## src/design/tpahit_pkg.sv

```systemverilog
package tpahit_pkg;

  // header bytes that open a touch packet
  localparam logic [7:0] HDR_A = 8'h81;
  localparam logic [7:0] HDR_B = 8'h80;

  // field widths
  localparam int unsigned COORD_W = 16;
  localparam int unsigned COUNT_W = 3;
  localparam int unsigned BTN_W   = 2;
  localparam int unsigned CFG_IDX_W = 4;

  // parse phases
  localparam logic [2:0] PH_HUNT = 3'd0;
  localparam logic [2:0] PH_XHI  = 3'd1;
  localparam logic [2:0] PH_XLO  = 3'd2;
  localparam logic [2:0] PH_YHI  = 3'd3;
  localparam logic [2:0] PH_YLO  = 3'd4;

  // button codes
  localparam logic [BTN_W-1:0] BTN_NONE   = 2'd0;
  localparam logic [BTN_W-1:0] BTN_TIME   = 2'd1;
  localparam logic [BTN_W-1:0] BTN_STATUS = 2'd2;

  // register indexes
  localparam logic [CFG_IDX_W-1:0] REG_TIME_X_LOW    = 4'd0;
  localparam logic [CFG_IDX_W-1:0] REG_TIME_X_HIGH   = 4'd1;
  localparam logic [CFG_IDX_W-1:0] REG_TIME_Y_LOW    = 4'd2;
  localparam logic [CFG_IDX_W-1:0] REG_TIME_Y_HIGH   = 4'd3;
  localparam logic [CFG_IDX_W-1:0] REG_STATUS_X_LOW  = 4'd4;
  localparam logic [CFG_IDX_W-1:0] REG_STATUS_X_HIGH = 4'd5;
  localparam logic [CFG_IDX_W-1:0] REG_STATUS_Y_LOW  = 4'd6;
  localparam logic [CFG_IDX_W-1:0] REG_STATUS_Y_HIGH = 4'd7;

  // register reset values
  localparam logic [COORD_W-1:0] RST_TIME_X_LOW    = 16'd2350;
  localparam logic [COORD_W-1:0] RST_TIME_X_HIGH   = 16'd2820;
  localparam logic [COORD_W-1:0] RST_TIME_Y_LOW    = 16'd1650;
  localparam logic [COORD_W-1:0] RST_TIME_Y_HIGH   = 16'd2070;
  localparam logic [COORD_W-1:0] RST_STATUS_X_LOW  = 16'd2350;
  localparam logic [COORD_W-1:0] RST_STATUS_X_HIGH = 16'd2820;
  localparam logic [COORD_W-1:0] RST_STATUS_Y_LOW  = 16'd1130;
  localparam logic [COORD_W-1:0] RST_STATUS_Y_HIGH = 16'd1570;

  typedef struct packed {
    logic [COORD_W-1:0] x_low;
    logic [COORD_W-1:0] x_high;
    logic [COORD_W-1:0] y_low;
    logic [COORD_W-1:0] y_high;
  } rect_t;

  function automatic logic in_rect(input logic [COORD_W-1:0] x,
                                   input logic [COORD_W-1:0] y,
                                   input rect_t r);
    in_rect = (x >= r.x_low) && (x <= r.x_high) && (y >= r.y_low) && (y <= r.y_high);
  endfunction

endpackage

```

## src/design/touch_packet_average_hit_test_unit.sv

```systemverilog
// a byte without tlast is parsed and s_tready stays high
// a byte with tlast starts a bit-serial restoring divide of both sums by the packet
// count, then the hit test, then the result sits in the output register
// no new byte is taken until that result is in the output register (s_tready low)
// reset: rst clears the parse state, the output valid and loads the default rectangles
module touch_packet_average_hit_test_unit #(
  parameter int PACKETS_PER_READING = 5
) (
  input  logic        clk,
  input  logic        rst,
  // byte stream in
  input  logic        s_tvalid,
  output logic        s_tready,
  input  logic [7:0]  s_tdata,   // [7:0] rx_byte
  input  logic        s_tlast,   // buffer_end
  // result out
  output logic        m_tvalid,
  input  logic        m_tready,
  output logic [39:0] m_tdata,   // [15:0] touch_x, [31:16] touch_y,
                                 // [34:32] packet_count, [36:35] pressed_button, zero fill
  // register writes
  input  logic        cfg_valid,
  output logic        cfg_ready,
  input  logic [3:0]  cfg_index,
  input  logic [15:0] cfg_data
);

  localparam int unsigned CW = tpahit_pkg::COORD_W;
  localparam int unsigned NW = tpahit_pkg::COUNT_W;
  localparam int unsigned BIT_CNT_W = $clog2(CW);

  typedef enum logic [1:0] {
    ST_IDLE,
    ST_DIV,
    ST_DONE
  } state_t;

  state_t state;

  // button rectangles
  tpahit_pkg::rect_t time_rect;
  tpahit_pkg::rect_t status_rect;

  // parse state
  logic [2:0]    parse_phase;
  logic [7:0]    held_high_byte;
  logic [CW-1:0] held_x;
  logic [CW-1:0] sum_x;
  logic [CW-1:0] sum_y;
  logic [NW-1:0] packets_seen;

  logic [2:0]    parse_phase_next;
  logic [7:0]    held_high_byte_next;
  logic [CW-1:0] held_x_next;
  logic [CW-1:0] sum_x_next;
  logic [CW-1:0] sum_y_next;
  logic [NW-1:0] packets_seen_next;

  // serial divider: quotient shifts in from the bottom as the dividend shifts out the top
  logic [CW-1:0]        quo_x;
  logic [CW-1:0]        quo_y;
  logic [NW-1:0]        rem_x;
  logic [NW-1:0]        rem_y;
  logic [NW-1:0]        div_cnt;
  logic [BIT_CNT_W-1:0] bit_cnt;

  logic [NW:0]   rsh_x;
  logic [NW:0]   rsh_y;
  logic          ge_x;
  logic          ge_y;

  logic [CW-1:0] avg_x;
  logic [CW-1:0] avg_y;
  logic [tpahit_pkg::BTN_W-1:0] btn;

  // output register
  logic [CW-1:0] out_x;
  logic [CW-1:0] out_y;
  logic [NW-1:0] out_cnt;
  logic [tpahit_pkg::BTN_W-1:0] out_btn;

  logic in_req;
  logic out_free;

  assign s_tready  = (state == ST_IDLE);
  assign cfg_ready = 1'b1;
  assign in_req    = s_tvalid && s_tready;
  assign out_free  = !m_tvalid || m_tready;
  assign m_tdata   = {3'b000, out_btn, out_cnt, out_y, out_x};

  // packet parser, one byte per request
  always_comb begin
    parse_phase_next    = parse_phase;
    held_high_byte_next = held_high_byte;
    held_x_next         = held_x;
    sum_x_next          = sum_x;
    sum_y_next          = sum_y;
    packets_seen_next   = packets_seen;
    unique case (parse_phase)
      tpahit_pkg::PH_HUNT: begin
        if ((packets_seen < NW'(PACKETS_PER_READING)) &&
            (s_tdata == tpahit_pkg::HDR_A || s_tdata == tpahit_pkg::HDR_B)) begin
          parse_phase_next = tpahit_pkg::PH_XHI;
        end
      end
      tpahit_pkg::PH_XHI: begin
        held_high_byte_next = s_tdata;
        parse_phase_next    = tpahit_pkg::PH_XLO;
      end
      tpahit_pkg::PH_XLO: begin
        held_x_next      = {held_high_byte, s_tdata};
        parse_phase_next = tpahit_pkg::PH_YHI;
      end
      tpahit_pkg::PH_YHI: begin
        held_high_byte_next = s_tdata;
        parse_phase_next    = tpahit_pkg::PH_YLO;
      end
      tpahit_pkg::PH_YLO: begin
        sum_x_next        = sum_x + held_x;
        sum_y_next        = sum_y + {held_high_byte, s_tdata};
        packets_seen_next = packets_seen + NW'(1);
        parse_phase_next  = tpahit_pkg::PH_HUNT;
      end
      default: begin
        parse_phase_next = tpahit_pkg::PH_HUNT;
      end
    endcase
  end

  // one restoring step for each coordinate
  always_comb begin
    rsh_x = {rem_x, quo_x[CW-1]};
    rsh_y = {rem_y, quo_y[CW-1]};
    ge_x  = rsh_x >= {1'b0, div_cnt};
    ge_y  = rsh_y >= {1'b0, div_cnt};
  end

  // zero packets gives a zero average
  assign avg_x = (div_cnt == '0) ? '0 : quo_x;
  assign avg_y = (div_cnt == '0) ? '0 : quo_y;

  // first rectangle wins
  always_comb begin
    if (tpahit_pkg::in_rect(avg_x, avg_y, time_rect)) begin
      btn = tpahit_pkg::BTN_TIME;
    end else if (tpahit_pkg::in_rect(avg_x, avg_y, status_rect)) begin
      btn = tpahit_pkg::BTN_STATUS;
    end else begin
      btn = tpahit_pkg::BTN_NONE;
    end
  end

  // register file
  always_ff @(posedge clk) begin
    if (rst) begin
      time_rect.x_low    <= tpahit_pkg::RST_TIME_X_LOW;
      time_rect.x_high   <= tpahit_pkg::RST_TIME_X_HIGH;
      time_rect.y_low    <= tpahit_pkg::RST_TIME_Y_LOW;
      time_rect.y_high   <= tpahit_pkg::RST_TIME_Y_HIGH;
      status_rect.x_low  <= tpahit_pkg::RST_STATUS_X_LOW;
      status_rect.x_high <= tpahit_pkg::RST_STATUS_X_HIGH;
      status_rect.y_low  <= tpahit_pkg::RST_STATUS_Y_LOW;
      status_rect.y_high <= tpahit_pkg::RST_STATUS_Y_HIGH;
    end else if (cfg_valid && cfg_ready) begin
      unique case (cfg_index)
        tpahit_pkg::REG_TIME_X_LOW:    time_rect.x_low    <= cfg_data;
        tpahit_pkg::REG_TIME_X_HIGH:   time_rect.x_high   <= cfg_data;
        tpahit_pkg::REG_TIME_Y_LOW:    time_rect.y_low    <= cfg_data;
        tpahit_pkg::REG_TIME_Y_HIGH:   time_rect.y_high   <= cfg_data;
        tpahit_pkg::REG_STATUS_X_LOW:  status_rect.x_low  <= cfg_data;
        tpahit_pkg::REG_STATUS_X_HIGH: status_rect.x_high <= cfg_data;
        tpahit_pkg::REG_STATUS_Y_LOW:  status_rect.y_low  <= cfg_data;
        tpahit_pkg::REG_STATUS_Y_HIGH: status_rect.y_high <= cfg_data;
        default: ;
      endcase
    end
  end

  // control, parser state, divider and output register
  always_ff @(posedge clk) begin
    if (rst) begin
      state          <= ST_IDLE;
      parse_phase    <= tpahit_pkg::PH_HUNT;
      held_high_byte <= '0;
      held_x         <= '0;
      sum_x          <= '0;
      sum_y          <= '0;
      packets_seen   <= '0;
      div_cnt        <= '0;
      bit_cnt        <= '0;
      m_tvalid       <= 1'b0;
    end else begin
      if (m_tvalid && m_tready) begin
        m_tvalid <= 1'b0;
      end
      unique case (state)
        ST_IDLE: begin
          if (in_req) begin
            if (s_tlast) begin
              // hand the finished sums to the divider, start a fresh buffer
              quo_x          <= sum_x_next;
              quo_y          <= sum_y_next;
              rem_x          <= '0;
              rem_y          <= '0;
              div_cnt        <= packets_seen_next;
              bit_cnt        <= '1;
              parse_phase    <= tpahit_pkg::PH_HUNT;
              held_high_byte <= '0;
              held_x         <= '0;
              sum_x          <= '0;
              sum_y          <= '0;
              packets_seen   <= '0;
              state          <= ST_DIV;
            end else begin
              parse_phase    <= parse_phase_next;
              held_high_byte <= held_high_byte_next;
              held_x         <= held_x_next;
              sum_x          <= sum_x_next;
              sum_y          <= sum_y_next;
              packets_seen   <= packets_seen_next;
            end
          end
        end
        ST_DIV: begin
          quo_x   <= {quo_x[CW-2:0], ge_x};
          quo_y   <= {quo_y[CW-2:0], ge_y};
          rem_x   <= ge_x ? NW'(rsh_x - {1'b0, div_cnt}) : rsh_x[NW-1:0];
          rem_y   <= ge_y ? NW'(rsh_y - {1'b0, div_cnt}) : rsh_y[NW-1:0];
          bit_cnt <= bit_cnt - BIT_CNT_W'(1);
          if (bit_cnt == '0) begin
            state <= ST_DONE;
          end
        end
        ST_DONE: begin
          if (out_free) begin
            out_x    <= avg_x;
            out_y    <= avg_y;
            out_cnt  <= div_cnt;
            out_btn  <= btn;
            m_tvalid <= 1'b1;
            state    <= ST_IDLE;
          end
        end
        default: begin
          state <= ST_IDLE;
        end
      endcase
    end
  end

  // assertions
  a_count_bound: assert property (@(posedge clk) disable iff (rst)
    packets_seen <= NW'(PACKETS_PER_READING))
    else $error("packet count beyond limit");

  a_phase_bound: assert property (@(posedge clk) disable iff (rst)
    parse_phase <= tpahit_pkg::PH_YLO)
    else $error("parse phase out of range");

  a_div_ends: assert property (@(posedge clk) disable iff (rst)
    (state == ST_DIV) && (bit_cnt == '0) |=> (state == ST_DONE))
    else $error("divider did not finish after its last step");

  a_zero_avg: assert property (@(posedge clk) disable iff (rst)
    m_tvalid && (out_cnt == '0) |-> (out_x == '0) && (out_y == '0))
    else $error("nonzero average with no packets");

  a_btn_code: assert property (@(posedge clk) disable iff (rst)
    m_tvalid |-> (out_btn == tpahit_pkg::BTN_NONE || out_btn == tpahit_pkg::BTN_TIME ||
                  out_btn == tpahit_pkg::BTN_STATUS))
    else $error("bad button code");

endmodule
```

## config.mk

```make
export PLATFORM = sky130hd
export DESIGN_NAME = touch_packet_average_hit_test_unit
export DESIGN_NICKNAME = d
export VERILOG_FILES = /design/src/design/tpahit_pkg.sv /design/src/design/touch_packet_average_hit_test_unit.sv
export SDC_FILE = /design/constraint.sdc
export NUM_CORES = 1
export LEC_CHECK = 0
export BUFFER_PORTS_ARGS = -buffer_cell sky130_fd_sc_hd__clkbuf_2
export CAP_MARGIN = 20
export CORE_AREA = 2 2 186 188
export DETAILED_ROUTE_END_ITERATION = 12
export DIE_AREA = 0 0 188 190
export PLACE_DENSITY_LB_ADDON = 0.3
export SLEW_MARGIN = 5
export SYNTH_ARGS = -nofsm -noshare
export SYNTH_HDL_FRONTEND = slang
export SYNTH_SLANG_ARGS = --single-unit
export TNS_END_PERCENT = 5
```

## constraint.sdc

```tcl
create_clock -name clk -period 4.9 [get_ports clk]
set_clock_uncertainty 0.2 [all_clocks]
set_input_delay 0.49 -clock clk [delete_from_list [all_inputs] [get_ports clk]]
set_output_delay 0.49 -clock clk [all_outputs]
set_load 0.005 [all_outputs]
```

Word-level counts from Yosys, hierarchy flattened. Index checks and enable logic that the tools add are counted.

Input port bits: 34. Bits in registers: 275.

Reductions and logical operators: 38. Bitwise gates (word level): 1. Eq/ne operators: 20. Add/subtract/negate cells: 6. $lt $le $gt $ge: 11. Mux-type cells: 39.

Operator list (number): two-way mux 16 bit (12); greater-or-equal comparator 16 bit (4); <= comparator 16 bit (4); one-hot mux 16 bit (2 select lines) (2); adder 16 bit (2); two-way mux 3 bit (8); AND reduction 2 bit (9); AND reduction 3 bit (6); == test 4 x 3 -> 1 bit, second input constant (4); == test 8 bit, second input constant (2); two-way mux 8 bit (2); one-hot mux 3 bit (2 select lines) (2); one-hot mux 3 bit (4 select lines) (1); two-way mux 2 bit (5); logical AND 1 bit (9); == test 4 x 2 -> 1 bit, second input constant (2); greater-or-equal comparator 4 x 3 -> 1 bit (2); logical NOT 4 bit (2); two-way mux 4 bit (2); one-hot mux 4 bit (2 select lines) (1); AND reduction 4 bit (2); == test 3 x 2 -> 1 bit, second input constant (2); logical NOT 3 bit (2); one-hot mux 2 bit (3 select lines) (1); 19 further kinds (27).

Depth between registers and ports, before layout.
Word-level depth: 7. Depth in mapped cells: 13. Depth with buffers taken out: 12.

Least setup slack after synthesis. No wires, ideal clock.

Kind: in2reg. Start point: input rst. End point: register out_btn[0] in the netlist's numbering, enable pin. Stages on the path: 4. Data arrival time: 3.770 ns. Path slack: 0.445 ns. Data required time: 4.215 ns. Cells stage by stage: clkbuf_1 -> clkbuf_1 -> clkbuf_1 -> nor3b_1.

Word-level cells in the longest chain between the ends: 2.

RTL lines: from (decl) (line touch_packet_average_hit_test_unit.sv:10) `input logic rst,`; inverter 1 bit (no line); AND reduction 3 bit (no line); to (signal assigned) (line touch_packet_average_hit_test_unit.sv:239) `out_btn <= btn;`; to (decl) (line touch_packet_average_hit_test_unit.sv:80) `logic [tpahit_pkg::BTN_W-1:0] out_btn;`.

Every way passes these cells. A chain may end at the register's enable or synchronous reset.

Worst setup path after layout.
Start point: register div_cnt[1]. End point: register out_btn[1] in the netlist's numbering, data pin.

Word-level cells in the longest chain between the ends: 7. Elaborated cells on any way between the ends: 18.

RTL lines: from (decl) (line touch_packet_average_hit_test_unit.sv:64) `logic [NW-1:0] div_cnt;`; from (signal assigned) (line touch_packet_average_hit_test_unit.sv:205) `div_cnt <= packets_seen_next;`; logical NOT 3 bit * (line touch_packet_average_hit_test_unit.sv:139) `assign avg_x = (div_cnt == '0) ? '0 : quo_x;`; two-way mux 16 bit * (line touch_packet_average_hit_test_unit.sv:139); net avg_x[9] (line touch_packet_average_hit_test_unit.sv:72) `logic [CW-1:0] avg_x;`; greater-or-equal comparator 16 bit / <= comparator 16 bit (equally long branches) (line tpahit_pkg.sv:55) `in_rect = (x >= r.x_low) && (x <= r.x_high) && (y >= r.y_low) && (y <= r.y_high);`; logical AND 1 bit (3 in series) (line tpahit_pkg.sv:55); two-way mux 2 bit (line touch_packet_average_hit_test_unit.sv:146) `end else if (tpahit_pkg::in_rect(avg_x, avg_y, status_rect)) begin`.

Mark *: on every way through the listed nets, which the timed path passes. The rest lies on a longest branch.

==> metrics <==
cell taking the most area after synthesis dfxtp_1; reg2reg setup slack about 0.89 ns; total negative setup slack 0 ns; hold-fix buffer count after cts 0; Netlist Area Pre-Place roughly 15000 um2; count of warnings emitted by yosys 0; Clk pin slew, worst setup/hold paths around 0.06 ns; DP Worst Slack ~0.93 ns; instance count on the critical path 11; drt pass-1 iters 7; TritonCTS Sinks approximately 280; Post-synth top flop dfxtp_1; Final Critical Period 4.01 ns; number of remaining DRC errors 0; area fraction of the dominant cell type after synthesis 0.266; cells along the critical path or3_1, and2_1, ha_1, a21o_1, a21o_1, a21oi_1, o21ai_0, o221a_2, o21ai_0, a2111oi_2, nor4bb_1; largest stage delay on the critical path about 0.73 ns; met1 usage in global routing 0.305; static leakage ~7.0 nW; setup violators final 0; Clock H-tree levels 2; Final HPWL DP between 20 and 30 mm; count of input and output buffers 72; crit-path leading delay family compound AO/OA/AOI/OAI gates; final worst path period share 0.818; global placement routability congestion approximately 0.86; critical path class flop to flop; max_cap viols 0; number of distinct library cells after synthesis 65; width of the chip 188 um; number of buffers created by CTS 34; CP Buf/Inv Count 0; aggregate routed wire length approximately 40 mm; number of antenna repair diodes 0; CTS tree done; Reg-to-Reg Start div_cnt[1]; Hold Fails Final Rpt 0; DRT antenna net count 0; critical path data arrival time between 4 and 5 ns; largest cells by area after synthesis dfxtp_1 (27%), edfxtp_1 (15%), ha_1 (13%), nand2_1 (6.9%), a21oi_1 (6.3%); post-synthesis area per instance 8.59 um2; average routed wire per standard cell ~18 um; drt via density 5.41; largest voltage drop on the vdd net 0.000220 V; RSZ-0062 raised after global routing false; cell area after placement around 16000 um2; number of antenna violations at the first check in global routing 2; Final WS setup between 0.8 and 0.9 ns; worst r2r dst out_btn[1]; fin area approximately 17000 um2; clock tree root buffer cell clkbuf_16; async set-reset flop share out of synthesis 0; y dimension of the die between 150 and 200 um; largest net degree at the start of global routing between 100 and 150; core outline area between 30000 and 40000 um2; Hold/Removal Path Class input pin to flop; type of element capturing the critical path flop; met2 layer usage reported by global route 0.363; number of nets in the layout 1984; launching element of the worst setup path div_cnt[1]; synthesis-stage register bit count about 280; Core Rows 68; proportion of synthesized chip area in sequential cells 0.415; share of final-layout standard cells stronger than drive strength 1 0.0918; number of vias in the routed layout between 10000 and 15000; Post-Syn Instances ~1800; global routing usage on met3 0.0301; Final Max Tran Viols 0; count of flip-flops with a built-in enable after synthesis between 70 and 80; Cell Pwr Density 328 nW/um2; cell with the largest stage delay on the worst path or3_1; status complete, no violations; overall die area between 30000 and 40000 um2; latest clock arrival within the worst-skew pair between 0.5 and 0.6 ns; transition time at the pin with the least slew margin about 1.1 ns; number of cells traversed by the worst register-to-register path 11; Req. time, crit path 4.94 ns; overall fraction of global-route tracks in use 0.223; Post-CTS Repair Setup Buffers 0; via count of the first global-routing pass between 10000 and 15000; Gates resized, CTS repair 0; Top-Level Pins 77; Overall Power ~5.5 mW; starting utilization of the core area 0.444; global-route wire length before repair between 60 and 70 mm; total congestion overflow 0; grt peak-use layer met2; maximum buffer depth of the clock tree 3; WHS Path Cells 3; critical path endpoint out_btn[1]; critical path peak fanout 30; growth of design area from synthesis to finish 11.8%; initial detailed-routing violation count 860; FMAX around 0.25 GHz; crit path launch type flop; Max-Slew Margin vs Limit 0.260
==> worst min-delay path by stage <==
| stage | startpoint | end | slack (ns) |
|---|---|---|---|
| 3_5_place_dp | sum_y[15] | sum_y[15] | 0.25 |
| 4_1_cts | m_tready | m_tvalid | 0.1 |
| 3_3_place_gp | sum_y[15] | sum_y[15] | 0.24 |
| 2_1_floorplan | sum_y[15] | sum_y[15] | 0.23 |
| 6_report | m_tready | m_tvalid | 0.10 |
| 5_1_grt | s_tdata[0] | held_high_byte[0] | 0.14 |
==> final cells by class <==
| type | count | area (um2) |
|---|---|---|
| fillers | 3212 | 17100 |
| multi-input cells | 1249 | 7910 |
| flip-flops and latches | 275 | 6260 |
| clock buffers | 47 | 982 |
| well taps | 455 | 569 |
| inverters | 137 | 514 |
| repair buffers | 87 | 492 |
| clock inverters | 14 | 126 |
==> cell usage after synthesis, types with 3 or more instances <==
| library cell | number |
|---|---|
| and3_1 | 10 |
| buf_4 | 19 |
| nor2b_1 | 16 |
| o21bai_1 | 3 |
| a211o_1 | 29 |
| ha_1 | 162 |
| fa_1 | 4 |
| a2111oi_2 | 3 |
| xor2_1 | 10 |
| o21ai_0 | 49 |
| a21oi_1 | 190 |
| and2_1 | 33 |
| a31oi_1 | 11 |
| nand4_1 | 19 |
| a211oi_1 | 6 |
| or3_1 | 6 |
| nand3_1 | 11 |
| buf_1 | 3 |
| nand2b_1 | 19 |
| nor3_1 | 16 |
| o21a_1 | 8 |
| nand3b_1 | 21 |
| edfxtp_1 | 75 |
| nand2_1 | 279 |
| nor4_1 | 4 |
| a21o_1 | 40 |
| xnor2_1 | 20 |
| dfxtp_1 | 200 |
| clkbuf_1 | 73 |
| o31ai_1 | 3 |
| o21ai_1 | 14 |
| a22oi_1 | 47 |
| nor2_1 | 169 |
| nor3b_1 | 5 |
| inv_1 | 137 |
==> report_power, final <==
group | switching [mW] | total, mW | leakage [nW] | internal [mW]
clock | 1.01 | 2.48 | 0.541 | 1.47
combinational | 0.403 | 0.626 | 4.18 | 0.224
sequential | 0.0281 | 2.42 | 2.32 | 2.39
==> cell usage in the layout, fill, tap and decap left out, drive strengths merged, types with 33 or more instances in the layout <==
cell type  instances
dfxtp            200
nor2             169
nand2            281
o21ai             64
edfxtp            75
ha               162
a22oi             47
a21oi            191
and2              33
a21o              41
inv              140
clkbuf           118
==> registers in the layout, summed over array words and instances (netlist names), 4 cells and up <==
name and cells:
status_rect 64, time_rect 64, held_x 16, out_x 16, out_y 16, quo_x 16, quo_y 16, sum_x 16
sum_y 16, held_high_byte 8, bit_cnt 4
==> metrics by stage <==
step / std cells / utilization / hold WS [ns]
finish: 2264 / 0.496 / 0.105
CTS: 2264 / 0.496 / 0.0991
detailed placement: 2203 / 0.464 / 0.247
floorplan: 1757 / - / 0.232
global placement: 2202 / 0.463 / 0.238
global route: 2264 / 0.496 / 0.140
==> worst min-delay path, cell delays in order <==
cell and delay (ns):
clkbuf_2 0.07, nand2b_1 0.12, a21oi_1 0.07
==> routing by layer <==
layer / vias to the layer above / wire (um)
li1: 6086 / -
met1: 5725 / 18700
met2: 345 / 17700
met3: 80 / 2190
met4: 4 / 1350
met5: - / 22
==> cells by family after synthesis <==
family / synth area share
xor gates and xnor gates: 0.0174
buffers and inverters: 0.0629
muxes: 0.00224
DFF: 0.415
and+or+nand+nor: 0.184
AOI/OAI and AO/OA: 0.178
adders and majority gates: 0.140
other: 0.000498
Power figures use the tool's default switching activity.
